===== src/hdl/gep_pkg.sv =====
// shared types, constants and event tables for the gillespie epidemic step block
// no dependencies; every other file refers to it by scoped names
`timescale 1ns / 1ps

package gep_pkg;

   localparam int NUM_EVENTS         = 18;
   localparam int NUM_SLOTS          = 16;
   localparam int COUNT_BITS_DEFAULT = 16;
   localparam int EV_W               = 5;
   localparam int SLOT_IDX_W         = 4;
   localparam int MUL_W              = 33;
   localparam int E_W                = 39;
   localparam int DIV_BITS           = E_W + 16;
   localparam int LOG_STEPS          = 32;
   localparam int ITER_W             = 6;
   localparam int NUM_REGS           = 7;
   localparam int CSR_ADDR_W         = 5;

   localparam logic [EV_W-1:0] NO_EVENT_CODE = EV_W'(NUM_EVENTS);
   localparam logic [EV_W-1:0] LAST_EVENT    = EV_W'(NUM_EVENTS - 1);
   localparam logic [16:0]     ONE_Q16       = 17'h10000;
   localparam logic [31:0]     LN2_Q32       = 32'hB17217F7;

   localparam logic [2:0] REG_TRANSMISSION = 3'd0;
   localparam logic [2:0] REG_RECOVERY     = 3'd1;
   localparam logic [2:0] REG_ASYMP_FRAC   = 3'd2;
   localparam logic [2:0] REG_PROGRESSION  = 3'd3;
   localparam logic [2:0] REG_EXCLUSION    = 3'd4;
   localparam logic [2:0] REG_REENTRY      = 3'd5;
   localparam logic [2:0] REG_VACC_SUSC    = 3'd6;

   typedef enum logic [1:0] {
      ACT_WRITE = 2'd0,
      ACT_STEP  = 2'd1,
      ACT_READ  = 2'd2,
      ACT_NOP   = 2'd3
   } action_type;

   typedef enum logic [2:0] {
      COEF_BETA,
      COEF_ASY,
      COEF_SYM,
      COEF_GAM,
      COEF_EXCL,
      COEF_REEN,
      COEF_VBETA
   } coef_type;

   typedef struct packed {
      logic [31:0] transmission_rate;
      logic [31:0] recovery_rate;
      logic [16:0] asymptomatic_fraction;
      logic [31:0] progression_rate;
      logic [31:0] exclusion_rate;
      logic [31:0] reentry_rate;
      logic [16:0] vaccinated_susceptibility;
   } cfg_type;

   typedef enum logic [4:0] {
      OP_NONE,
      OP_LOAD,
      OP_WRITE,
      OP_READ,
      OP_FRAC_A,
      OP_FRAC_S,
      OP_FRAC_V,
      OP_FRAC_E,
      OP_RATE_MUL,
      OP_RATE_CAP,
      OP_INF_HI,
      OP_INF_LO,
      OP_INF_CMB,
      OP_RATE_ACC,
      OP_NOEV,
      OP_PICK_HI,
      OP_PICK_LO,
      OP_PICK_SUM,
      OP_LOG_NORM,
      OP_LOG_SQ0,
      OP_LOG_SQ,
      OP_LOG_LO,
      OP_LOG_HI,
      OP_LOG_SUM,
      OP_DIV_INIT,
      OP_DIV_STEP,
      OP_SCAN,
      OP_DEC,
      OP_INC,
      OP_TIME,
      OP_RESULT
   } op_type;

   typedef struct packed {
      op_type          op;
      logic [EV_W-1:0] idx;
   } cmd_type;

   typedef struct packed {
      action_type action;
      logic       total_zero;
      logic       hit;
      logic       rsp_free;
   } status_type;

   // rate coefficient of each event
   function automatic coef_type ev_coef(input logic [EV_W-1:0] idx);
      unique case (idx) inside
         5'd0:                      ev_coef = COEF_BETA;
         5'd1, 5'd7, 5'd14:         ev_coef = COEF_ASY;
         5'd2, 5'd8, 5'd15:         ev_coef = COEF_SYM;
         5'd3, 5'd4, 5'd9, 5'd10,
         5'd16, 5'd17:              ev_coef = COEF_GAM;
         5'd5:                      ev_coef = COEF_EXCL;
         5'd6, 5'd11, 5'd12:        ev_coef = COEF_REEN;
         5'd13:                     ev_coef = COEF_VBETA;
         default:                   ev_coef = COEF_GAM;
      endcase
   endfunction

   // infection events also scale by the infectious count
   function automatic logic ev_has_inf(input logic [EV_W-1:0] idx);
      unique case (idx) inside
         5'd0, 5'd13: ev_has_inf = 1'b1;
         default:     ev_has_inf = 1'b0;
      endcase
   endfunction

   // compartment an event draws from; its count also scales the rate
   function automatic logic [SLOT_IDX_W-1:0] ev_src(input logic [EV_W-1:0] idx);
      unique case (idx) inside
         5'd0, 5'd5:          ev_src = 4'd0;
         5'd1, 5'd2:          ev_src = 4'd1;
         5'd3:                ev_src = 4'd2;
         5'd4:                ev_src = 4'd3;
         5'd6:                ev_src = 4'd5;
         5'd7, 5'd8, 5'd11:   ev_src = 4'd6;
         5'd9, 5'd12:         ev_src = 4'd7;
         5'd10:               ev_src = 4'd8;
         5'd13:               ev_src = 4'd10;
         5'd14, 5'd15:        ev_src = 4'd11;
         5'd16:               ev_src = 4'd12;
         5'd17:               ev_src = 4'd15;
         default:             ev_src = 4'd0;
      endcase
   endfunction

   function automatic logic [SLOT_IDX_W-1:0] ev_into(input logic [EV_W-1:0] idx);
      unique case (idx) inside
         5'd6:                ev_into = 4'd0;
         5'd0, 5'd11:         ev_into = 4'd1;
         5'd1, 5'd12:         ev_into = 4'd2;
         5'd3, 5'd4:          ev_into = 4'd4;
         5'd5:                ev_into = 4'd5;
         5'd7:                ev_into = 4'd7;
         5'd2, 5'd8:          ev_into = 4'd8;
         5'd9, 5'd10:         ev_into = 4'd9;
         5'd13:               ev_into = 4'd11;
         5'd14:               ev_into = 4'd12;
         5'd16, 5'd17:        ev_into = 4'd14;
         5'd15:               ev_into = 4'd15;
         default:             ev_into = 4'd0;
      endcase
   endfunction

endpackage


===== src/hdl/gep_csr.sv =====
// configuration register file behind the apb-style port
// depends on gep_pkg for register indexes and the config struct
`timescale 1ns / 1ps

module gep_csr (
   input  logic                                clock,
   input  logic                                reset,
   input  logic                                psel,
   input  logic                                penable,
   input  logic                                pwrite,
   input  logic [gep_pkg::CSR_ADDR_W-1:0]      paddr,
   input  logic [31:0]                         pwdata,
   output logic [31:0]                         prdata,
   output logic                                pready,
   output gep_pkg::cfg_type                    cfg
);

   gep_pkg::cfg_type cfg_ff;
   gep_pkg::cfg_type cfg_in;
   logic [2:0]       index;
   logic             wr_en;

   assign index  = paddr[4:2];
   assign wr_en  = psel && penable && pwrite;
   assign pready = 1'b1;
   assign cfg    = cfg_ff;

   always_comb begin
      cfg_in = cfg_ff;
      if (wr_en) begin
         unique case (index)
            gep_pkg::REG_TRANSMISSION: cfg_in.transmission_rate = pwdata;
            gep_pkg::REG_RECOVERY:     cfg_in.recovery_rate = pwdata;
            gep_pkg::REG_ASYMP_FRAC:   cfg_in.asymptomatic_fraction = pwdata[16:0];
            gep_pkg::REG_PROGRESSION:  cfg_in.progression_rate = pwdata;
            gep_pkg::REG_EXCLUSION:    cfg_in.exclusion_rate = pwdata;
            gep_pkg::REG_REENTRY:      cfg_in.reentry_rate = pwdata;
            gep_pkg::REG_VACC_SUSC:    cfg_in.vaccinated_susceptibility = pwdata[16:0];
            default:                   cfg_in = cfg_ff;
         endcase
      end
   end

   always_comb begin
      unique case (index)
         gep_pkg::REG_TRANSMISSION: prdata = cfg_ff.transmission_rate;
         gep_pkg::REG_RECOVERY:     prdata = cfg_ff.recovery_rate;
         gep_pkg::REG_ASYMP_FRAC:   prdata = 32'(cfg_ff.asymptomatic_fraction);
         gep_pkg::REG_PROGRESSION:  prdata = cfg_ff.progression_rate;
         gep_pkg::REG_EXCLUSION:    prdata = cfg_ff.exclusion_rate;
         gep_pkg::REG_REENTRY:      prdata = cfg_ff.reentry_rate;
         gep_pkg::REG_VACC_SUSC:    prdata = 32'(cfg_ff.vaccinated_susceptibility);
         default:                   prdata = 32'd0;
      endcase
   end

   always_ff @(posedge clock) begin
      if (reset) begin
         cfg_ff <= '0;
      end else begin
         cfg_ff <= cfg_in;
      end
   end

endmodule


===== config.mk =====
export PLATFORM = sky130hd
export DESIGN_NAME = gep_csr
export DESIGN_NICKNAME = d
export VERILOG_FILES = /design/src/hdl/gep_pkg.sv /design/src/hdl/gep_csr.sv
export SDC_FILE = /design/constraint.sdc
export NUM_CORES = 1
export LEC_CHECK = 0
export ABC_AREA = 0
export ABC_CLOCK_PERIOD_IN_PS = 1280
export BUFFER_PORTS_ARGS = -buffer_cell sky130_fd_sc_hd__buf_2
export CORE_MARGIN = 2
export CORE_UTILIZATION = 50
export DETAILED_ROUTE_END_ITERATION = 7
export PLACE_DENSITY_LB_ADDON = 0.05
export SLEW_MARGIN = 10
export SYNTH_ARGS = -nofsm -noshare
export SYNTH_HDL_FRONTEND = slang
export SYNTH_SLANG_ARGS = --single-unit
export TNS_END_PERCENT = 20

===== constraint.sdc =====
create_clock -name clock -period 1.28 [get_ports clock]
set_clock_uncertainty 0.1 [all_clocks]
set_input_delay 0.064 -clock clock [delete_from_list [all_inputs] [get_ports clock]]
set_output_delay 0.064 -clock clock [all_outputs]
set_load 0.01 [all_outputs]

# After elaboration in Yosys (flattened, before gate mapping)
# Index checks and enable logic that the tools add are counted.
[totals]
register_bits = 194
out_inout_bits = 227
[classes]
eq_ne = 6
n_mux = 1
n_reduce_logical = 10
[ops]
columns = ["op", "count"]
rows = [
  ["32-bit one-hot mux with 7 select lines", 1],
  ["2-bit AND reduction", 7],
  ["3-bit == test (second input constant)", 3],
  ["3-bit by 2-bit == test with 1-bit output (second input constant)", 2],
  ["3-bit by 1-bit == test with 1-bit output (second input constant)", 1],
  ["3-bit zero test", 1],
  ["1-bit logical AND", 2],
]

# Depth between registers and ports, before layout
[depth]
word_depth = 3
depth_mapped = 6
mapped_depth_nobuf = 3

# Worst setup path before layout
# Ideal clock, no wire load.
[synth_timing]
path_kind = "input to output"
start = "in paddr[2] (netlist name)"
end = "out prdata[17]"
arrival_ns = 1.091
required_time_ns = 1.116
path_slack_ns = 0.025
cell_stages = 6
path_buffers = 3
cell_sequence = "buf_4 -> buf_4 -> nor2_2 -> buf_2 -> a22oi_1 -> o22ai_1"
[synth_via]
elab_chain_len = 2
word_cells_on_any_way = 8
[synth_rtl]
columns = ["item", "line", "rtl"]
rows = [
  ["from (decl)", "gep_csr.sv:11", "input logic [gep_pkg::CSR_ADDR_W-1:0] paddr,"],
  ["3-bit == test, or another cell as far along", "gep_csr.sv:45", "unique case (index)"],
  ["32-bit one-hot mux with 7 select lines (*)", "gep_csr.sv:45", ""],
  ["to (decl)", "gep_csr.sv:13", "output logic [31:0] prdata,"],
]
# Every way passes the cells marked *; elsewhere a longest branch is shown, timed or not.

# Final worst setup path
[layout_timing]
start = "reg cfg_ff, in the netlist cfg[152]"
end = "out prdata[22]"
[layout_via]
elab_chain_len = 1
[layout_rtl]
columns = ["item", "line", "rtl"]
rows = [
  ["from (decl)", "gep_csr.sv:18", "gep_pkg::cfg_type cfg_ff;"],
  ["from (signal assigned)", "gep_csr.sv:61", "cfg_ff <= cfg_in;"],
  ["32-bit one-hot mux with 7 select lines", "gep_csr.sv:45", ""],
]
# Every way passes these cells.

==> results.sh <==
export IMPL_place_congestion=0.846
export IMPL_yosysUniqueCellTypes=37
export IMPL_clock_fmax_mhz=602
export IMPL_path_max_fanout=2
export IMPL_drive_gt1_share_pct=42.2
export IMPL_powerDensity_nw_per_um2=1010
export IMPL_remaining_drc_errors=0
export IMPL_grt_pass1_wl_mm=45.0
export IMPL_mostFrequentLayoutCells="buf_2 (263), mux2i_1 (193), nand2b_1 (186), dfxtp_1 (133), buf_4 (77)"
export IMPL_grt_ovfl_total=0
export IMPL_cts_max_level=4
export IMPL_die_h_um=140
export IMPL_drtIter0Drc=387
export IMPL_leakagePower_uw=0.00666
export IMPL_ys_warn_count=0
export IMPL_critical_path_max_stage_delay_ns=0.32
export IMPL_syn_to_final_growth_pct=38.1
export IMPL_syn_mean_instance_area_sq_um=10.2
export IMPL_tritoncts="built"
export IMPL_rows=49
export IMPL_ios=269
export IMPL_path_cells="mux2_2 > a221oi_2 > nor2_1 > buf_2"
export IMPL_dp_slack_ns=-0.228
export IMPL_cpMaxStageDelayCell="dfxtp_2"
export IMPL_ys_seq_area_share_pct=42.0
export IMPL_wl_mm=28.8
export IMPL_grt_max_degree=65
export IMPL_place_hpwl_mm=19.8
export IMPL_ys_ff_latch=194
export IMPL_final_common_cell="buf_2"
export IMPL_final_util_pct=70.8
export IMPL_report_final_setup_viol=32
export IMPL_clk_pin_slew_ns=0.07
export IMPL_dr_pass1_iters=5
export IMPL_critPathKind="flop to output pin"
export IMPL_clockBufferDepth=2
export IMPL_post_drt_wl_per_cell_um=19.3
export IMPL_hp_class="primary input to flop"
export IMPL_slew_viol_final=0
export IMPL_vias=8219
export IMPL_vias_per_cell=5.51
export IMPL_final_setup_worst_slack_ns=-0.382
export IMPL_antenna_found_initial=1
export IMPL_cp_required_ns=1.12
export IMPL_clk_latency_ns=0.42
export IMPL_cts_buffers=17
export IMPL_netlist_area_sq_um=9250
export IMPL_synthFlopType="dfxtp_1"
export IMPL_violations="setup timing"
export IMPL_cp_arrival_ns=1.50
export IMPL_syn_num_nets=952
export IMPL_fin_nets=1292
export IMPL_async_flop_share_pct=0
export IMPL_clockRootBuffer="clkbuf_16"
export IMPL_die_area_sq_um=19600
export IMPL_max_vdd_ir_drop_mv=0.937
export IMPL_clkSinkCount=194
export IMPL_hold_violations=0
export IMPL_core_area_sq_um=18000
export IMPL_status="finished with violations"
export IMPL_dieWidth_um=140
export IMPL_synth_cells=910
export IMPL_maxCapViolations=0
export IMPL_initial_utilization_pct=51.3
export IMPL_grt_util_all_layers_pct=28.6
export IMPL_rsz0062_at_grt="true"
export IMPL_grt_pass1_vias=8158
export IMPL_portBuffers=265
export IMPL_period_share_pct=130
export IMPL_largest_register_ffs=194
export IMPL_min_period_ns=1.66
export IMPL_cp_start_kind="flop"
export IMPL_ant_nets=0
export IMPL_critPathCaptureType="output pin"
export IMPL_synth_edf_count=0
[worst paths after layout]
kind / from / end / slack (ns) / depth (start not counted)
worst max-delay path: cfg[152] / prdata[22] / -0.38 / 4
worst min-delay path: penable / cfg[170] / 0.08 / 5
worst max register to register: cfg[160] / cfg[160] / 0.39 / 3
worst min register to register: cfg[41] / cfg[41] / 0.38 / 2
[cells by family (layout without fill, tap and decap cells)]
kind of cell | Yosys count | after routing | synth area share [%]
compound gates | 144 | 144 | 10.0
buf+inv | 81 | 433 | 4.79
flops | 194 | 194 | 42.0
mux | 227 | 227 | 25.0
other cells | 1 | 2 | 0.0406
simple gates | 263 | 263 | 18.2
[where the power goes]
part | total [uW] | leakage (uW) | internal (uW) | switching, uW
clock network | 5470 | 0.000294 | 3030 | 2440
logic | 1260 | 0.00477 | 594 | 663
registers | 6110 | 0.00159 | 6080 | 35.8
total | 12800 | 0.00666 | 9700 | 3140
[layout make-up]
class / instances / area (sq um)
Fill cell: 1432 / 5260
Multi-Input combinational cell: 635 / 5130
Sequential cell: 194 / 3960
Timing Repair Buffer: 401 / 2780
Clock buffer: 19 / 453
Tap cell: 229 / 287
Clock inverter: 12 / 145
Inverter: 1 / 3.75
Antenna cell: 1 / 2.50
[Yosys cell counts, types with 2 or more instances]
| cell type | instances | area, sq um |
|---|---|---|
| dfxtp_1 | 194 | 3880 |
| a221oi_1 | 4 | 35.0 |
| o21ai_0 | 32 | 160 |
| o21a_1 | 4 | 30.0 |
| buf_1 | 2 | 7.51 |
| nor3b_1 | 12 | 90.1 |
| a22oi_1 | 22 | 165 |
| nand2b_1 | 196 | 1230 |
| nand2_4 | 4 | 45.0 |
| a21oi_1 | 32 | 160 |
| mux2i_1 | 195 | 1950 |
| buf_2 | 21 | 105 |
| mux2_2 | 32 | 360 |
| nor2_1 | 5 | 18.8 |
| clkbuf_1 | 33 | 124 |
| nand3_1 | 32 | 160 |
| a211o_1 | 12 | 105 |
| nor2b_1 | 2 | 12.5 |
| buf_4 | 18 | 135 |
| a32oi_1 | 10 | 87.6 |
| o211ai_1 | 5 | 37.5 |
| buf_6 | 6 | 67.6 |
| o22ai_1 | 23 | 144 |
[what timing repair did]
item / CTS / global route
hold buffers: 33 / 0
hold endpoints to repair: 180 / 0
buffers inserted: 5 / 5
resized for setup: 50 / 58
endpoints found under the setup margin: 32 / 86
pin swaps: 30 / 19
[per-layer routing]
| layer | up-vias | global-route usage (%) | part of all wire, % |
|---|---|---|---|
| met2 | 254 | 47.9 | 48 |
| met1 | 4020 | 37.3 | 44 |
| met5 | - | 0 | 0 |
| met4 | 0 | 9.37 | 2.0 |
| met3 | 38 | 5.68 | 5.6 |
| li1 | 3907 | - | - |
[worst max-delay path, delay by kind of cell (launching register included)]
family / cells / cell delay [ns]
flops: 1 / 0.32
compound gates: 1 / 0.28
mux: 1 / 0.26
buf+inv: 1 / 0.14
simple gates: 1 / 0.07
[stage by stage]
stage	setup TNS (ns)	power (uW)	instances	hold WS, ns	area (sq um)
5_1_grt	-11.34	13200	1492	0.0958	12800
3_5_place_dp	-18.73	7370	1417	0.235	11500
6_report	-9.67	12800	1492	0.0832	12800
4_1_cts	-10.05	12900	1486	0.0781	12600
2_1_floorplan	0	6860	910	0.112	9250
3_3_place_gp	-16.96	7370	1417	0.230	11500
(Power assumes the default switching activity.)
