$ cat config.mk
export PLATFORM = sky130hd
export DESIGN_NAME = gep_ctrl
export DESIGN_NICKNAME = d
export VERILOG_FILES = /design/src/hdl/gep_pkg.sv /design/src/hdl/gep_ctrl.sv
export SDC_FILE = /design/constraint.sdc
export NUM_CORES = 1
export LEC_CHECK = 0
export BUFFER_PORTS_ARGS = -buffer_cell sky130_fd_sc_hd__buf_4
export CAP_MARGIN = 10
export CELL_PAD_IN_SITES_DETAIL_PLACEMENT = 0
export CELL_PAD_IN_SITES_GLOBAL_PLACEMENT = 2
export CORE_ASPECT_RATIO = 1.2
export CORE_MARGIN = 10
export CORE_UTILIZATION = 34
export DETAILED_ROUTE_END_ITERATION = 7
export PLACE_DENSITY_LB_ADDON = 0.1
export SLEW_MARGIN = 20
export SYNTH_ARGS = -nofsm -noshare
export SYNTH_HDL_FRONTEND = slang
export SYNTH_SLANG_ARGS = --single-unit
export TNS_END_PERCENT = 30
$ cat constraint.sdc
create_clock -name clock -period 3.19 [get_ports clock]
set_clock_uncertainty 0.15 [all_clocks]
set_input_delay 0.319 -clock clock [delete_from_list [all_inputs] [get_ports clock]]
set_output_delay 0.319 -clock clock [all_outputs]
set_load 0.03 [all_outputs]
$ cat src/hdl/gep_pkg.sv
// shared types, constants and event tables for the gillespie epidemic step block
// no dependencies; every other file refers to it by scoped names
`timescale 1ns / 1ps

package gep_pkg;

   localparam int NUM_EVENTS         = 18;
   localparam int NUM_SLOTS          = 16;
   localparam int COUNT_BITS_DEFAULT = 16;
   localparam int EV_W               = 5;
   localparam int SLOT_IDX_W         = 4;
   localparam int MUL_W              = 33;
   localparam int E_W                = 39;
   localparam int DIV_BITS           = E_W + 16;
   localparam int LOG_STEPS          = 32;
   localparam int ITER_W             = 6;
   localparam int NUM_REGS           = 7;
   localparam int CSR_ADDR_W         = 5;

   localparam logic [EV_W-1:0] NO_EVENT_CODE = EV_W'(NUM_EVENTS);
   localparam logic [EV_W-1:0] LAST_EVENT    = EV_W'(NUM_EVENTS - 1);
   localparam logic [16:0]     ONE_Q16       = 17'h10000;
   localparam logic [31:0]     LN2_Q32       = 32'hB17217F7;

   localparam logic [2:0] REG_TRANSMISSION = 3'd0;
   localparam logic [2:0] REG_RECOVERY     = 3'd1;
   localparam logic [2:0] REG_ASYMP_FRAC   = 3'd2;
   localparam logic [2:0] REG_PROGRESSION  = 3'd3;
   localparam logic [2:0] REG_EXCLUSION    = 3'd4;
   localparam logic [2:0] REG_REENTRY      = 3'd5;
   localparam logic [2:0] REG_VACC_SUSC    = 3'd6;

   typedef enum logic [1:0] {
      ACT_WRITE = 2'd0,
      ACT_STEP  = 2'd1,
      ACT_READ  = 2'd2,
      ACT_NOP   = 2'd3
   } action_type;

   typedef enum logic [2:0] {
      COEF_BETA,
      COEF_ASY,
      COEF_SYM,
      COEF_GAM,
      COEF_EXCL,
      COEF_REEN,
      COEF_VBETA
   } coef_type;

   typedef struct packed {
      logic [31:0] transmission_rate;
      logic [31:0] recovery_rate;
      logic [16:0] asymptomatic_fraction;
      logic [31:0] progression_rate;
      logic [31:0] exclusion_rate;
      logic [31:0] reentry_rate;
      logic [16:0] vaccinated_susceptibility;
   } cfg_type;

   typedef enum logic [4:0] {
      OP_NONE,
      OP_LOAD,
      OP_WRITE,
      OP_READ,
      OP_FRAC_A,
      OP_FRAC_S,
      OP_FRAC_V,
      OP_FRAC_E,
      OP_RATE_MUL,
      OP_RATE_CAP,
      OP_INF_HI,
      OP_INF_LO,
      OP_INF_CMB,
      OP_RATE_ACC,
      OP_NOEV,
      OP_PICK_HI,
      OP_PICK_LO,
      OP_PICK_SUM,
      OP_LOG_NORM,
      OP_LOG_SQ0,
      OP_LOG_SQ,
      OP_LOG_LO,
      OP_LOG_HI,
      OP_LOG_SUM,
      OP_DIV_INIT,
      OP_DIV_STEP,
      OP_SCAN,
      OP_DEC,
      OP_INC,
      OP_TIME,
      OP_RESULT
   } op_type;

   typedef struct packed {
      op_type          op;
      logic [EV_W-1:0] idx;
   } cmd_type;

   typedef struct packed {
      action_type action;
      logic       total_zero;
      logic       hit;
      logic       rsp_free;
   } status_type;

   // rate coefficient of each event
   function automatic coef_type ev_coef(input logic [EV_W-1:0] idx);
      unique case (idx) inside
         5'd0:                      ev_coef = COEF_BETA;
         5'd1, 5'd7, 5'd14:         ev_coef = COEF_ASY;
         5'd2, 5'd8, 5'd15:         ev_coef = COEF_SYM;
         5'd3, 5'd4, 5'd9, 5'd10,
         5'd16, 5'd17:              ev_coef = COEF_GAM;
         5'd5:                      ev_coef = COEF_EXCL;
         5'd6, 5'd11, 5'd12:        ev_coef = COEF_REEN;
         5'd13:                     ev_coef = COEF_VBETA;
         default:                   ev_coef = COEF_GAM;
      endcase
   endfunction

   // infection events also scale by the infectious count
   function automatic logic ev_has_inf(input logic [EV_W-1:0] idx);
      unique case (idx) inside
         5'd0, 5'd13: ev_has_inf = 1'b1;
         default:     ev_has_inf = 1'b0;
      endcase
   endfunction

   // compartment an event draws from; its count also scales the rate
   function automatic logic [SLOT_IDX_W-1:0] ev_src(input logic [EV_W-1:0] idx);
      unique case (idx) inside
         5'd0, 5'd5:          ev_src = 4'd0;
         5'd1, 5'd2:          ev_src = 4'd1;
         5'd3:                ev_src = 4'd2;
         5'd4:                ev_src = 4'd3;
         5'd6:                ev_src = 4'd5;
         5'd7, 5'd8, 5'd11:   ev_src = 4'd6;
         5'd9, 5'd12:         ev_src = 4'd7;
         5'd10:               ev_src = 4'd8;
         5'd13:               ev_src = 4'd10;
         5'd14, 5'd15:        ev_src = 4'd11;
         5'd16:               ev_src = 4'd12;
         5'd17:               ev_src = 4'd15;
         default:             ev_src = 4'd0;
      endcase
   endfunction

   function automatic logic [SLOT_IDX_W-1:0] ev_into(input logic [EV_W-1:0] idx);
      unique case (idx) inside
         5'd6:                ev_into = 4'd0;
         5'd0, 5'd11:         ev_into = 4'd1;
         5'd1, 5'd12:         ev_into = 4'd2;
         5'd3, 5'd4:          ev_into = 4'd4;
         5'd5:                ev_into = 4'd5;
         5'd7:                ev_into = 4'd7;
         5'd2, 5'd8:          ev_into = 4'd8;
         5'd9, 5'd10:         ev_into = 4'd9;
         5'd13:               ev_into = 4'd11;
         5'd14:               ev_into = 4'd12;
         5'd16, 5'd17:        ev_into = 4'd14;
         5'd15:               ev_into = 4'd15;
         default:             ev_into = 4'd0;
      endcase
   endfunction

endpackage

$ cat src/hdl/gep_ctrl.sv
// controller: sequences one request through the datapath by command codes
// depends on gep_pkg for the command and status structs and event tables
`timescale 1ns / 1ps

module gep_ctrl (
   input  logic                 clock,
   input  logic                 reset,
   input  logic                 req_valid,
   output logic                 req_ready,
   input  gep_pkg::status_type  status,
   output gep_pkg::cmd_type     cmd
);

   typedef enum logic [4:0] {
      S_IDLE, S_DISPATCH, S_WRITE, S_READ,
      S_FRAC_A, S_FRAC_S, S_FRAC_V, S_FRAC_E,
      S_RATE_MUL, S_RATE_CAP, S_INF_HI, S_INF_LO, S_INF_CMB, S_RATE_ACC,
      S_CHECK, S_NOEV, S_PICK_HI, S_PICK_LO, S_PICK_SUM,
      S_LOG_NORM, S_LOG_SQ0, S_LOG_SQ, S_LOG_LO, S_LOG_HI, S_LOG_SUM,
      S_DIV_INIT, S_DIV, S_SCAN, S_DEC, S_INC, S_TIME, S_DONE
   } state_type;

   state_type                       state_ff, state_in;
   logic [gep_pkg::EV_W-1:0]        idx_ff, idx_in;
   logic [gep_pkg::ITER_W-1:0]      iter_ff, iter_in;

   always_comb begin
      state_in  = state_ff;
      idx_in    = idx_ff;
      iter_in   = iter_ff;
      cmd.op    = gep_pkg::OP_NONE;
      cmd.idx   = idx_ff;
      req_ready = 1'b0;
      unique case (state_ff)
         S_IDLE: begin
            req_ready = 1'b1;
            if (req_valid) begin
               cmd.op   = gep_pkg::OP_LOAD;
               state_in = S_DISPATCH;
            end
         end
         S_DISPATCH: begin
            unique case (status.action)
               gep_pkg::ACT_WRITE: state_in = S_WRITE;
               gep_pkg::ACT_READ:  state_in = S_READ;
               gep_pkg::ACT_STEP:  state_in = S_FRAC_A;
               default:            state_in = S_DONE;
            endcase
         end
         S_WRITE: begin
            cmd.op   = gep_pkg::OP_WRITE;
            state_in = S_DONE;
         end
         S_READ: begin
            cmd.op   = gep_pkg::OP_READ;
            state_in = S_DONE;
         end
         S_FRAC_A: begin
            cmd.op   = gep_pkg::OP_FRAC_A;
            state_in = S_FRAC_S;
         end
         S_FRAC_S: begin
            cmd.op   = gep_pkg::OP_FRAC_S;
            state_in = S_FRAC_V;
         end
         S_FRAC_V: begin
            cmd.op   = gep_pkg::OP_FRAC_V;
            state_in = S_FRAC_E;
         end
         S_FRAC_E: begin
            cmd.op   = gep_pkg::OP_FRAC_E;
            idx_in   = '0;
            state_in = S_RATE_MUL;
         end
         S_RATE_MUL: begin
            cmd.op   = gep_pkg::OP_RATE_MUL;
            state_in = S_RATE_CAP;
         end
         S_RATE_CAP: begin
            cmd.op   = gep_pkg::OP_RATE_CAP;
            state_in = gep_pkg::ev_has_inf(idx_ff) ? S_INF_HI : S_RATE_ACC;
         end
         S_INF_HI: begin
            cmd.op   = gep_pkg::OP_INF_HI;
            state_in = S_INF_LO;
         end
         S_INF_LO: begin
            cmd.op   = gep_pkg::OP_INF_LO;
            state_in = S_INF_CMB;
         end
         S_INF_CMB: begin
            cmd.op   = gep_pkg::OP_INF_CMB;
            state_in = S_RATE_ACC;
         end
         S_RATE_ACC: begin
            cmd.op = gep_pkg::OP_RATE_ACC;
            if (idx_ff == gep_pkg::LAST_EVENT) begin
               state_in = S_CHECK;
            end else begin
               idx_in   = idx_ff + 1'b1;
               state_in = S_RATE_MUL;
            end
         end
         S_CHECK: begin
            state_in = status.total_zero ? S_NOEV : S_PICK_HI;
         end
         S_NOEV: begin
            cmd.op   = gep_pkg::OP_NOEV;
            state_in = S_DONE;
         end
         S_PICK_HI: begin
            cmd.op   = gep_pkg::OP_PICK_HI;
            state_in = S_PICK_LO;
         end
         S_PICK_LO: begin
            cmd.op   = gep_pkg::OP_PICK_LO;
            state_in = S_PICK_SUM;
         end
         S_PICK_SUM: begin
            cmd.op   = gep_pkg::OP_PICK_SUM;
            state_in = S_LOG_NORM;
         end
         S_LOG_NORM: begin
            cmd.op   = gep_pkg::OP_LOG_NORM;
            state_in = S_LOG_SQ0;
         end
         S_LOG_SQ0: begin
            cmd.op   = gep_pkg::OP_LOG_SQ0;
            iter_in  = '0;
            state_in = S_LOG_SQ;
         end
         S_LOG_SQ: begin
            cmd.op  = gep_pkg::OP_LOG_SQ;
            iter_in = iter_ff + 1'b1;
            if (iter_ff == gep_pkg::ITER_W'(gep_pkg::LOG_STEPS - 1)) state_in = S_LOG_LO;
         end
         S_LOG_LO: begin
            cmd.op   = gep_pkg::OP_LOG_LO;
            state_in = S_LOG_HI;
         end
         S_LOG_HI: begin
            cmd.op   = gep_pkg::OP_LOG_HI;
            state_in = S_LOG_SUM;
         end
         S_LOG_SUM: begin
            cmd.op   = gep_pkg::OP_LOG_SUM;
            state_in = S_DIV_INIT;
         end
         S_DIV_INIT: begin
            cmd.op   = gep_pkg::OP_DIV_INIT;
            iter_in  = '0;
            state_in = S_DIV;
         end
         S_DIV: begin
            cmd.op  = gep_pkg::OP_DIV_STEP;
            iter_in = iter_ff + 1'b1;
            if (iter_ff == gep_pkg::ITER_W'(gep_pkg::DIV_BITS - 1)) begin
               idx_in   = '0;
               state_in = S_SCAN;
            end
         end
         S_SCAN: begin
            cmd.op = gep_pkg::OP_SCAN;
            if (status.hit) begin
               state_in = S_DEC;
            end else if (idx_ff == gep_pkg::LAST_EVENT) begin
               state_in = S_TIME;
            end else begin
               idx_in = idx_ff + 1'b1;
            end
         end
         S_DEC: begin
            cmd.op   = gep_pkg::OP_DEC;
            state_in = S_INC;
         end
         S_INC: begin
            cmd.op   = gep_pkg::OP_INC;
            state_in = S_TIME;
         end
         S_TIME: begin
            cmd.op   = gep_pkg::OP_TIME;
            state_in = S_DONE;
         end
         S_DONE: begin
            // wait for the result register to free up
            if (status.rsp_free) begin
               cmd.op   = gep_pkg::OP_RESULT;
               state_in = S_IDLE;
            end
         end
         default: state_in = S_IDLE;
      endcase
   end

   always_ff @(posedge clock) begin
      if (reset) begin
         state_ff <= S_IDLE;
         idx_ff   <= '0;
         iter_ff  <= '0;
      end else begin
         state_ff <= state_in;
         idx_ff   <= idx_in;
         iter_ff  <= iter_in;
      end
   end

endmodule

; ---- Word level (Yosys, flattened, before mapping)
; Cells that the tools add are included.
[totals]
regBits = 16
input_bits = 8
output_inout_bits = 11
word_cells = 81
[op_classes]
addsub = 2
eq_ne = 43
muxes = 22
reduce_logical = 11
[ops]
columns = cell, n
row1 = $pmux W5 S30, 1
row2 = $pmux W5 S29, 1
row3 = $eq A5 B5 Y1 const B, 17
row4 = $mux W5, 11
row5 = $eq A5 B4 Y1 const B, 9
row6 = $eq A5 B3 Y1 const B, 4
row7 = $pmux W5 S4, 1
row8 = $pmux W5 S3, 1
row9 = $pmux W6 S2, 1
row10 = $eq A5 B2 Y1 const B, 2
row11 = $logic_not A5 Y1, 2
row12 = $ne A2 B2 Y1 const B, 5
row13 = $add A6 B1 Y6 const B, 1
row14 = $eq A6 B5 Y1 const B, 1
row15 = $eq A6 B6 Y1 const B, 1
row16 = $mux W3, 2
row17 = $reduce_or A2 Y1, 3
row18 = $add A5 B1 Y5 const B, 1
row19 = $eq A5 B1 Y1 const B, 1
row20 = $reduce_and A5 Y1, 1
row21 = $mux W1, 4
row22 = $reduce_bool A4 Y1, 1
row23 = $reduce_or A4 Y1, 1
row24 = $ne A3 B3 Y1 const B, 1
row25 = 5 further kinds, 5

; ---- Longest topological paths before layout
; Gate-level depths: netlist (run 1).
[logic_depth]
word_depth = 6
depth_mapped = 7
mapped_depth_nobuf = 7

; ---- Worst setup path before layout (run 1)
; Ideal clock, no wire load.
[synth_timing]
path_type = register -> output
startpoint = reg state_ff[3]
endpoint = out cmd[9] (netlist name)
arrival_time_ps = 1936
path_slack_ps = 785
path_stages_with_launch = 6
path_buffers = 3
cell_sequence = dfxtp_1 > clkbuf_8 > clkbuf_1 > clkbuf_1 > nor2_1 > a221oi_1
[synth_lines]
columns = element, line
row1 = from (decl), gep_ctrl.sv:23  ; state_type state_ff, state_in;
row2 = from (signal assigned), gep_ctrl.sv:201  ; state_ff <= state_in;
row3 = to (decl), gep_ctrl.sv:11  ; output gep_pkg::cmd_type cmd

==> key figures, run 1 <==
Timing
  • Fmax: slightly below 0.4 GHz
  • Final Max Tran Viols: 0
  • Post-route minimum period: 2.555 ns
  • Tcrit/Tclk final: 0.8010
  • Worst-margin pin slew: around 0.73 ns
  • Hold slack: ~0.18 ns
  • Hold Fails Final Rpt: 0
  • Slew headroom: 0.5158
  • Setup TNS: 0 ns
  • Endpoints failing setup: 0
  • Final WS setup: around 0.63 ns
  • RSZ-0062 raised after global routing: false

Placement
  • Post-Place Worst Slack: approximately 0.8 ns
  • RePlAce Congestion: slightly above 0.8
  • Port bufs: 18
  • Dpl hpwl: roughly 3700 µm
  • Dpl cells: 271

Clock tree
  • Clock Pin Slew Worst Setup and Hold Paths: 0.07 ns
  • # hold bufs at CTS: 0
  • CTS Root Cell: clkbuf_8
  • Cts bufs inserted: 3
  • Sink Count: 16
  • Post-CTS setup buffers: 0
  • H-tree depth: 1
  • Clock buffer depth: 2
  • CTS tree: yes
  • Resized Gates After CTS: 0
  • Worst skew pair latency: around 0.25 ns

Routing
  • Violation count after the first detailed-route iteration: 76
  • Routed WL: 4829 µm
  • Number of routed nets with antenna violations: 0
  • Avg WL per Cell: around 18 µm
  • DRC: 0
  • TritonRoute pass-1 iters: 4
  • Vias: between 1500 and 2000
  • Avg Vias per Cell: around 6.1

Yosys
  • Avg Synthesized Cell Area: 7.876 µm²
  • Yosys cell types: 64
  • Main synth FF type: dfxtp_1
  • Yosys warns: 0
  • Sequential share of the synthesized area: 0.1965
  • Synth area leader: dfxtp_1
  • Yosys reg bits: 16
  • Post-Syn Instances: ~210
  • Mapped Area: about 1600 µm²
  • Post-synth EDFFs: 0
  • Yosys top cell area share: 0.1965
  • Async S/R FF share, synth: 0
  • Mapped Nets: 220
  • Top cells by area, synth: dfxtp_1, a21oi_1, ha_1

Die
  • Cell row count: 27
  • Die height: 95.86 µm
  • DIE WIDTH: between 80 and 90 µm
  • Core ar.: roughly 4600 µm²
  • Starting density of the core: 0.3523
  • IO Pins: 19
  • Die Footprint: approximately 8000 µm²

Pwr
  • Leak: roughly 0.6 nW
  • Maximum VDD drop: between 0.3 and 0.4 mV
  • Power Density: ~710 nW/µm²

Final layout
  • Non-filler instance count after layout: between 200 and 300
  • Inserted Diodes: 0
  • Synth-to-Final Area Change: 11.90%
  • Fill cells: 493
  • Share of layout cells above drive strength 1: 0.2120
  • Layout Nets: about 230

Job
  • Max-cap violations: 0

Worst setup path
  • CP required: approximately 2.7 ns
  • Worst-path maximum fanout: 18
  • CP Class: reg -> out
  • CP Data Arrival Time: 2.09 ns
  • Startpoint types: flip-flop
  • R2R cell count: 6
  • Crit. End Element: output port

Status
  • Status: finished, final reports clean

GRT
  • Global-route wire length before repair: approximately 8300 µm
  • Gr ovfl total: 0
  • Initial antenna violation count: 0
  • Largest net degree at the start of global routing: 35
  • GRT Total Usage: 0.1250
  • Number of global-route vias before repair: between 1500 and 2000

Hold path
  • Hold Crit Class: in -> reg
  • WHS Path Cells: 3
worst paths after layout:
path / startpoint / end / slack, ns
worst max-delay path: state_ff[0] / cmd[6] / 0.63
worst min-delay path: req_valid / state_ff[0] / 0.18
worst max register to register: state_ff[0] / state_ff[2] / 0.78
worst min register to register: idx_ff[4] / idx_ff[4] / 0.36
critical path: stages (launching register included):
cell      delay (ns)
dfxtp_1         0.77
buf_4           0.30
inv_1           0.05
o311ai_0        0.40
a21oi_1         0.12
buf_4           0.19
layout make-up:
| class | instances | area, µm² | share of cell area |
|---|---|---|---|
| inverter | 11 | 41.29 | 0.02263 |
| tap | 58 | 72.57 | 0.03978 |
| timing repair buffer | 23 | 172.7 | 0.09465 |
| multi-input combinational | 163 | 1162 | 0.6372 |
| clock buffer | 4 | 55.05 | 0.03018 |
| sequential | 16 | 320.3 | 0.1756 |
state kept, by name (all words and copies together) (netlist names):
signal / count
iter_ff: 6
state_ff: 5
idx_ff: 5
where the power goes:
part	internal (W)	switching (W)
combinational	0.000311	0.000458
sequential	0.000224	0.000110
clock	0.000110	0.0000745
stage by stage:
stage,power (W),area (µm²),util
after floorplan,0.0009045,1630,-
after global placement,0.001107,1769,0.3823
after detailed placement,0.001105,1769,0.3823
after CTS,0.001297,1824,0.3942
after global routing,0.001387,1824,0.3942
final,0.001287,1824,0.3942
layer usage:
metal	part of all wire	vias to the layer above	GRT usage
met5	0	-	0
met2	0.50	48	0.2242
met3	0.041	10	0.01944
li1	-	816	-
met1	0.42	806	0.1393
met4	0.033	0	0.07102
cells in the final DEF (no fill, tap or decap), types with 2 or more instances in the layout:
cell type / count
a211oi_1: 3
a21oi_1: 19
a311oi_1: 4
a31o_2: 4
a31oi_1: 3
a41oi_1: 2
and2_1: 2
and3_1: 2
and4bb_2: 3
buf_4: 23
clkbuf_8: 4
dfxtp_1: 16
ha_1: 5
inv_1: 11
mux2i_1: 2
nand2_1: 13
nand2b_1: 10
nand3_1: 8
nand3b_1: 3
nor2_1: 10
nor2b_1: 5
nor3_1: 6
nor3b_1: 2
nor4_1: 2
o211ai_1: 4
o21ai_0: 8
o221ai_1: 2
o22ai_1: 2
o31ai_1: 4
o32a_1: 2
or3_1: 2
or4_1: 2
cells in the mapped netlist (2+ instances only):
cell / number
nor3b_1: 2
buf_2: 5
nand2b_1: 10
o31ai_1: 4
or3_1: 2
a311oi_1: 4
dfxtp_1: 16
a211oi_1: 3
or4_1: 2
and3_1: 2
mux2i_1: 2
nor2b_1: 5
nor3_1: 6
and4bb_2: 3
clkbuf_1: 7
buf_6: 3
nand2_1: 13
o221ai_1: 2
a31o_2: 4
o22ai_1: 2
a21oi_1: 19
o21ai_0: 8
nor4_1: 2
and2_1: 2
a31oi_1: 3
a41oi_1: 2
nand3b_1: 3
ha_1: 5
nand3_1: 8
o211ai_1: 4
inv_1: 11
nor2_1: 10
o32a_1: 2
kinds of logic after synthesis:
kind of cell | count (synthesis) | share of synthesized area
AOI/OAI and AO/OA | 75 | 0.3454
and+or+nand+nor | 81 | 0.3170
muxes | 2 | 0.01228
DFF | 16 | 0.1965
buffers and inverters | 28 | 0.09056
adders and majority gates | 5 | 0.03837
No activity file was read; power rests on OpenSTA's default activity.
==> inputs of run 2 (changes only) <==
- clock period: 3.19 -> 2.4 ns (I/O delays scaled with it)
==> key figures, run 2 (synthesis results as in run 1) <==
Die
  • Die height: between 90 and 100 µm
  • IO Pins: 19
  • Die Footprint: roughly 8000 µm²
  • Core ar.: ~4600 µm²
  • Cell row count: 27
  • Starting density of the core: 0.3523
  • DIE WIDTH: ~83 µm

Routing
  • DRC: 0
  • Routed WL: about 5000 µm
  • Number of routed nets with antenna violations: 0
  • TritonRoute pass-1 iters: 4
  • Violation count after the first detailed-route iteration: approximately 110
  • Avg Vias per Cell: about 6.0
  • Avg WL per Cell: 17.42 µm
  • Vias: between 1500 and 2000

Timing
  • Slew headroom: 0.5867
  • Fmax: between 0.4 and 0.5 GHz
  • Hold Fails Final Rpt: 0
  • Setup TNS: 0 ns
  • Final Max Tran Viols: 0
  • Final WS setup: ~0.14 ns
  • RSZ-0062 raised after global routing: false
  • Post-route minimum period: between 2 and 2.5 ns
  • Endpoints failing setup: 0
  • Tcrit/Tclk final: 0.9399
  • Worst-margin pin slew: about 0.6 ns

Placement
  • Post-Place Worst Slack: 0.09531 ns
  • Port bufs: 18
  • Dpl hpwl: 3639 µm
  • RePlAce Congestion: approximately 0.8

Worst setup path
  • R2R Path Start: state_ff[0]
  • CP Class: reg -> reg
  • Crit. End Element: flip-flop
  • Flop2flop setup slack: 0.14 ns
  • Worst-path maximum fanout: 18
  • Startpoint types: flip-flop
  • CP required: around 2.4 ns
  • CP Data Arrival Time: around 2.2 ns
  • FF-to-FF End: state_ff[2]
  • R2R cell count: 6

Final layout
  • Max FFs per register: 6
  • Commonest cells after routing, fill and taps aside: buf_4, a21oi_1, dfxtp_1, nand2_1, inv_1
  • Synth-to-Final Area Change: 16.88%
  • Biggest regs: iter_ff x6, idx_ff x5, state_ff x5
  • Most common cell after layout, fill and taps aside: buf_4
  • Inserted Diodes: 0
  • Top reg by flops: iter_ff
  • Layout Nets: between 200 and 250
  • Fill cells: ~480
  • Share of layout cells above drive strength 1: 0.2489

Hold path
  • Hold Crit Endpoint: state_ff[0]
  • Startpoint of the worst hold path: req_valid
  • Hold Crit Class: in -> reg
  • WHS Path Cells: 3

Pwr
  • Comb power frac: 0.640
  • Net Sw Frac: 0.4889
  • Seq pwr share: 0.221
  • Internal power: roughly 0.00090 W
  • Leak: about 0.66 nW
  • Sw power: between 0.0008 and 0.0009 W
  • Maximum VDD drop: 0.6946 mV
  • Clock network power share: 0.139
  • Power Density: slightly above 900 nW/µm²

Clock tree
  • CTS Root Cell: clkbuf_8
  • H-tree depth: 1
  • Sink Count: 16
  • CTS tree: yes
  • Worst skew pair latency: between 0.2 and 0.3 ns
  • Resized Gates After CTS: 0
  • Clock Pin Slew Worst Setup and Hold Paths: 0.07 ns
  • Clock buffer depth: 2
  • Post-CTS setup buffers: 0
  • # hold bufs at CTS: 0
  • Cts bufs inserted: 3

GRT
  • GRT Total Usage: 0.1188
  • Initial antenna violation count: 0
  • Largest net degree at the start of global routing: 30
  • Gr ovfl total: 0
  • Global-route wire length before repair: slightly below 8000 µm
  • Number of global-route vias before repair: 1619

Status
  • Status: finished, final reports clean

Job
  • Max-cap violations: 0
-- run 2: cell count changes in the layout (fill, tap and decap cells not counted) --
cell | before | now
o31ai_1 | 4 | 3
o31ai_2 | 0 | 1
a21oi_2 | 0 | 1
buf_12 | 0 | 1
a21oi_1 | 19 | 18
buf_4 | 23 | 30
-- run 2: cell type report --
type                       count  area [µm²]  area share
timing repair buffer          31       245.2      0.1287
tap                           58       72.57     0.03808
multi-input combinational    163        1171      0.6146
clock buffer                   4       55.05     0.02889
inverter                      11       41.29     0.02167
sequential                    16       320.3      0.1681
-- run 2: power groups by stage --
stage               clock network, W  logic [W]  registers [W]
CTS                         0.000254    0.00113       0.000389
floorplan                          0   0.000871       0.000331
global placement                   0    0.00113       0.000392
finish                      0.000245    0.00113       0.000391
global route                0.000263    0.00122       0.000400
detailed placement                 0    0.00112       0.000396
-- run 2: per-layer routing --
metal,global-route usage,wire length [µm]
met1,0.1333,2120
met2,0.2146,2418
met3,0.02029,250
met4,0.05824,142
met5,0,0
-- run 2: how the worst max path moves through the flow --
stage / from / end
floorplan: state_ff[3] / cmd[9]
global placement: idx_ff[1] / state_ff[0]
detailed placement: idx_ff[1] / state_ff[0]
CTS: idx_ff[1] / state_ff[0]
global route: state_ff[0] / state_ff[2]
finish: state_ff[0] / state_ff[2]
-- run 2: stage by stage --
step / hold WS (ns) / power (W) / instances / util / instance area (µm²)
after detailed placement: 0.3568 / 0.001520 / 279 / 0.3979 / 1842
after global placement: 0.3305 / 0.001522 / 279 / 0.3979 / 1842
after CTS: 0.1115 / 0.001774 / 283 / 0.4098 / 1897
final: 0.1132 / 0.001769 / 283 / 0.4117 / 1906
after floorplan: 0.2342 / 0.001202 / 207 / - / 1630
after global routing: 0.1213 / 0.001888 / 283 / 0.4117 / 1906
-- run 2: worst max-delay path: stages (launching register included) --
cell,delay [ns]
dfxtp_1,0.59
buf_4,0.31
nor2b_1,0.25
o32a_1,0.20
o221ai_1,0.19
o31ai_1,0.35
a21oi_1,0.10
==> inputs of run 3 (changes only) <==
- BUFFER_PORTS_ARGS: -buffer_cell sky130_fd_sc_hd__buf_4 -> unset
- DONT_BUFFER_PORTS: unset -> 1
- SLEW_MARGIN: 20 -> 5
==> key figures, run 3 (synthesis results as in run 1) <==
Status
  • Status: finished, final reports clean

Pwr
  • Power Density: around 940 nW/µm²
  • Final Power: between 0.0015 and 0.002 W
  • Maximum VDD drop: ~0.79 mV
  • Leak: about 0.65 nW

Final layout
  • Non-filler instance count after layout: between 200 and 300
  • Multi-input logic area: ~1200 µm²
  • Layout Nets: approximately 240
  • Fill cells: 461
  • Share of layout cells above drive strength 1: 0.2287
  • Most common cell after layout, fill and taps aside: buf_4
  • Top reg by flops: iter_ff
  • Seq. cell area: about 320 µm²
  • Max FFs per register: 6
  • Inserted Diodes: 0
  • Biggest regs: iter_ff x6, idx_ff x5, state_ff x5
  • Synth-to-Final Area Change: 15.81%
  • Commonest cells after routing, fill and taps aside: buf_4, a21oi_1, dfxtp_1, nand2_1, inv_1
  • Final core occ: 0.4079

Die
  • DIE WIDTH: 83.21 µm
  • Core ar.: 4628 µm²
  • Cell row count: 27
  • Die height: 95.86 µm
  • Die Footprint: between 7000 and 8000 µm²
  • IO Pins: 19
  • Starting density of the core: 0.3523

Routing
  • DRC: 0
  • Number of routed nets with antenna violations: 0
  • Vias: 1686
  • Violation count after the first detailed-route iteration: 67
  • Avg WL per Cell: around 18 µm
  • Routed WL: a little over 5000 µm
  • Avg Vias per Cell: 6.000
  • TritonRoute pass-1 iters: 4

Clock tree
  • Post-CTS setup buffers: 0
  • Sink Count: 16
  • CTS Root Cell: clkbuf_8
  • CTS tree: yes
  • H-tree depth: 1
  • Clock Pin Slew Worst Setup and Hold Paths: 0.07 ns
  • Cts bufs inserted: 3
  • Worst skew pair latency: around 0.25 ns
  • Clock buffer depth: 2

Timing
  • Final Max Tran Viols: 0
  • Slew headroom: 0.5711
  • Worst-margin pin slew: roughly 0.64 ns
  • Fmax: ~0.44 GHz
  • Hold slack: approximately 0.023 ns
  • Endpoints failing setup: 0
  • Tcrit/Tclk final: 0.9399
  • RSZ-0062 raised after global routing: false
  • Post-route minimum period: ~2.3 ns
  • Setup TNS: 0 ns
  • Hold Fails Final Rpt: 0

Job
  • Max-cap violations: 0

Worst setup path
  • Worst-path maximum fanout: 15
  • CP Data Arrival Time: 1.87 ns
  • CP required: 2.01 ns
  • CP Class: reg -> out
  • Crit. End Element: output port
  • Startpoint types: flip-flop

GRT
  • Largest net degree at the start of global routing: 22
  • Global-route wire length before repair: ~8200 µm
  • GRT Total Usage: 0.1235
  • Number of global-route vias before repair: approximately 1600
  • Gr ovfl total: 0
  • Initial antenna violation count: 0

Hold path
  • Hold Crit Class: in -> reg

Placement
  • RePlAce Congestion: roughly 0.91
  • Dpl hpwl: 3865 µm
  • Dpl cells: 275
  • Port bufs: 0
-- run 3: changes by cell type in the layout (fill, tap and decap cells not counted) --
cell / before / now
dfxtp_2: 0 / 1
o31ai_2: 1 / 0
a21oi_1: 18 / 19
dfxtp_1: 16 / 15
o31ai_1: 3 / 4
buf_4: 30 / 26
a21oi_2: 1 / 0
dlygate4sd3_1: 0 / 2
-- run 3: per-stage QoR --
step                worst slack, ns  cell area (µm²)
finish                       0.1441             1888
global route                0.05007             1888
CTS                         0.01236             1887
detailed placement           0.2007             1812
global placement             0.2170             1812
floorplan                   0.07404             1630
-- run 3: final cells by class --
type                       count  share of cell area
clock buffer                   4             0.02916
multi-input combinational    163              0.6156
inverter                      11             0.02187
sequential                    16              0.1703
tap                           58             0.03844
timing repair buffer          29              0.1246
-- run 3: worst paths after layout --
check	from	to	slack (ns)	cells past startpoint
worst min-delay path	reset	idx_ff[0]	0.02	2
worst min register to register	iter_ff[5]	iter_ff[5]	0.38	1
worst max register to register	iter_ff[0]	idx_ff[4]	0.22	7
worst max-delay path	state_ff[1]	cmd[8]	0.14	7
-- run 3: worst max-delay path: stages, from the launching register on --
cell and delay [ns]:
dfxtp_2 0.50, buf_4 0.21, nor2b_1 0.31, buf_4 0.18, a21oi_1 0.06, o22ai_1 0.13, a21oi_1 0.06, buf_4 0.17
-- run 3: power breakdown --
part	switching [W]	internal (W)
clock network	0.0000959	0.000146
logic	0.000670	0.000469
registers	0.0000972	0.000300
total	0.000864	0.000914
-- run 3: routing by layer --
metal  GRT usage  up-vias  part of all wire  wire [µm]
li1            -      834                 -          -
met1      0.1374      790              0.43       2171
met2      0.2255       53              0.49       2481
met3     0.02029        9             0.054        270
met4     0.05966        0             0.023        114
met5           0        -                 0          0
-- run 3: repair_timing --
| item | CTS | global route |
|---|---|---|
| hold endpoints to repair | 9 | 0 |
| hold buffers | 2 | 0 |
| setup endpoints to repair | 0 | 2 |
| gates resized for setup | 0 | 1 |
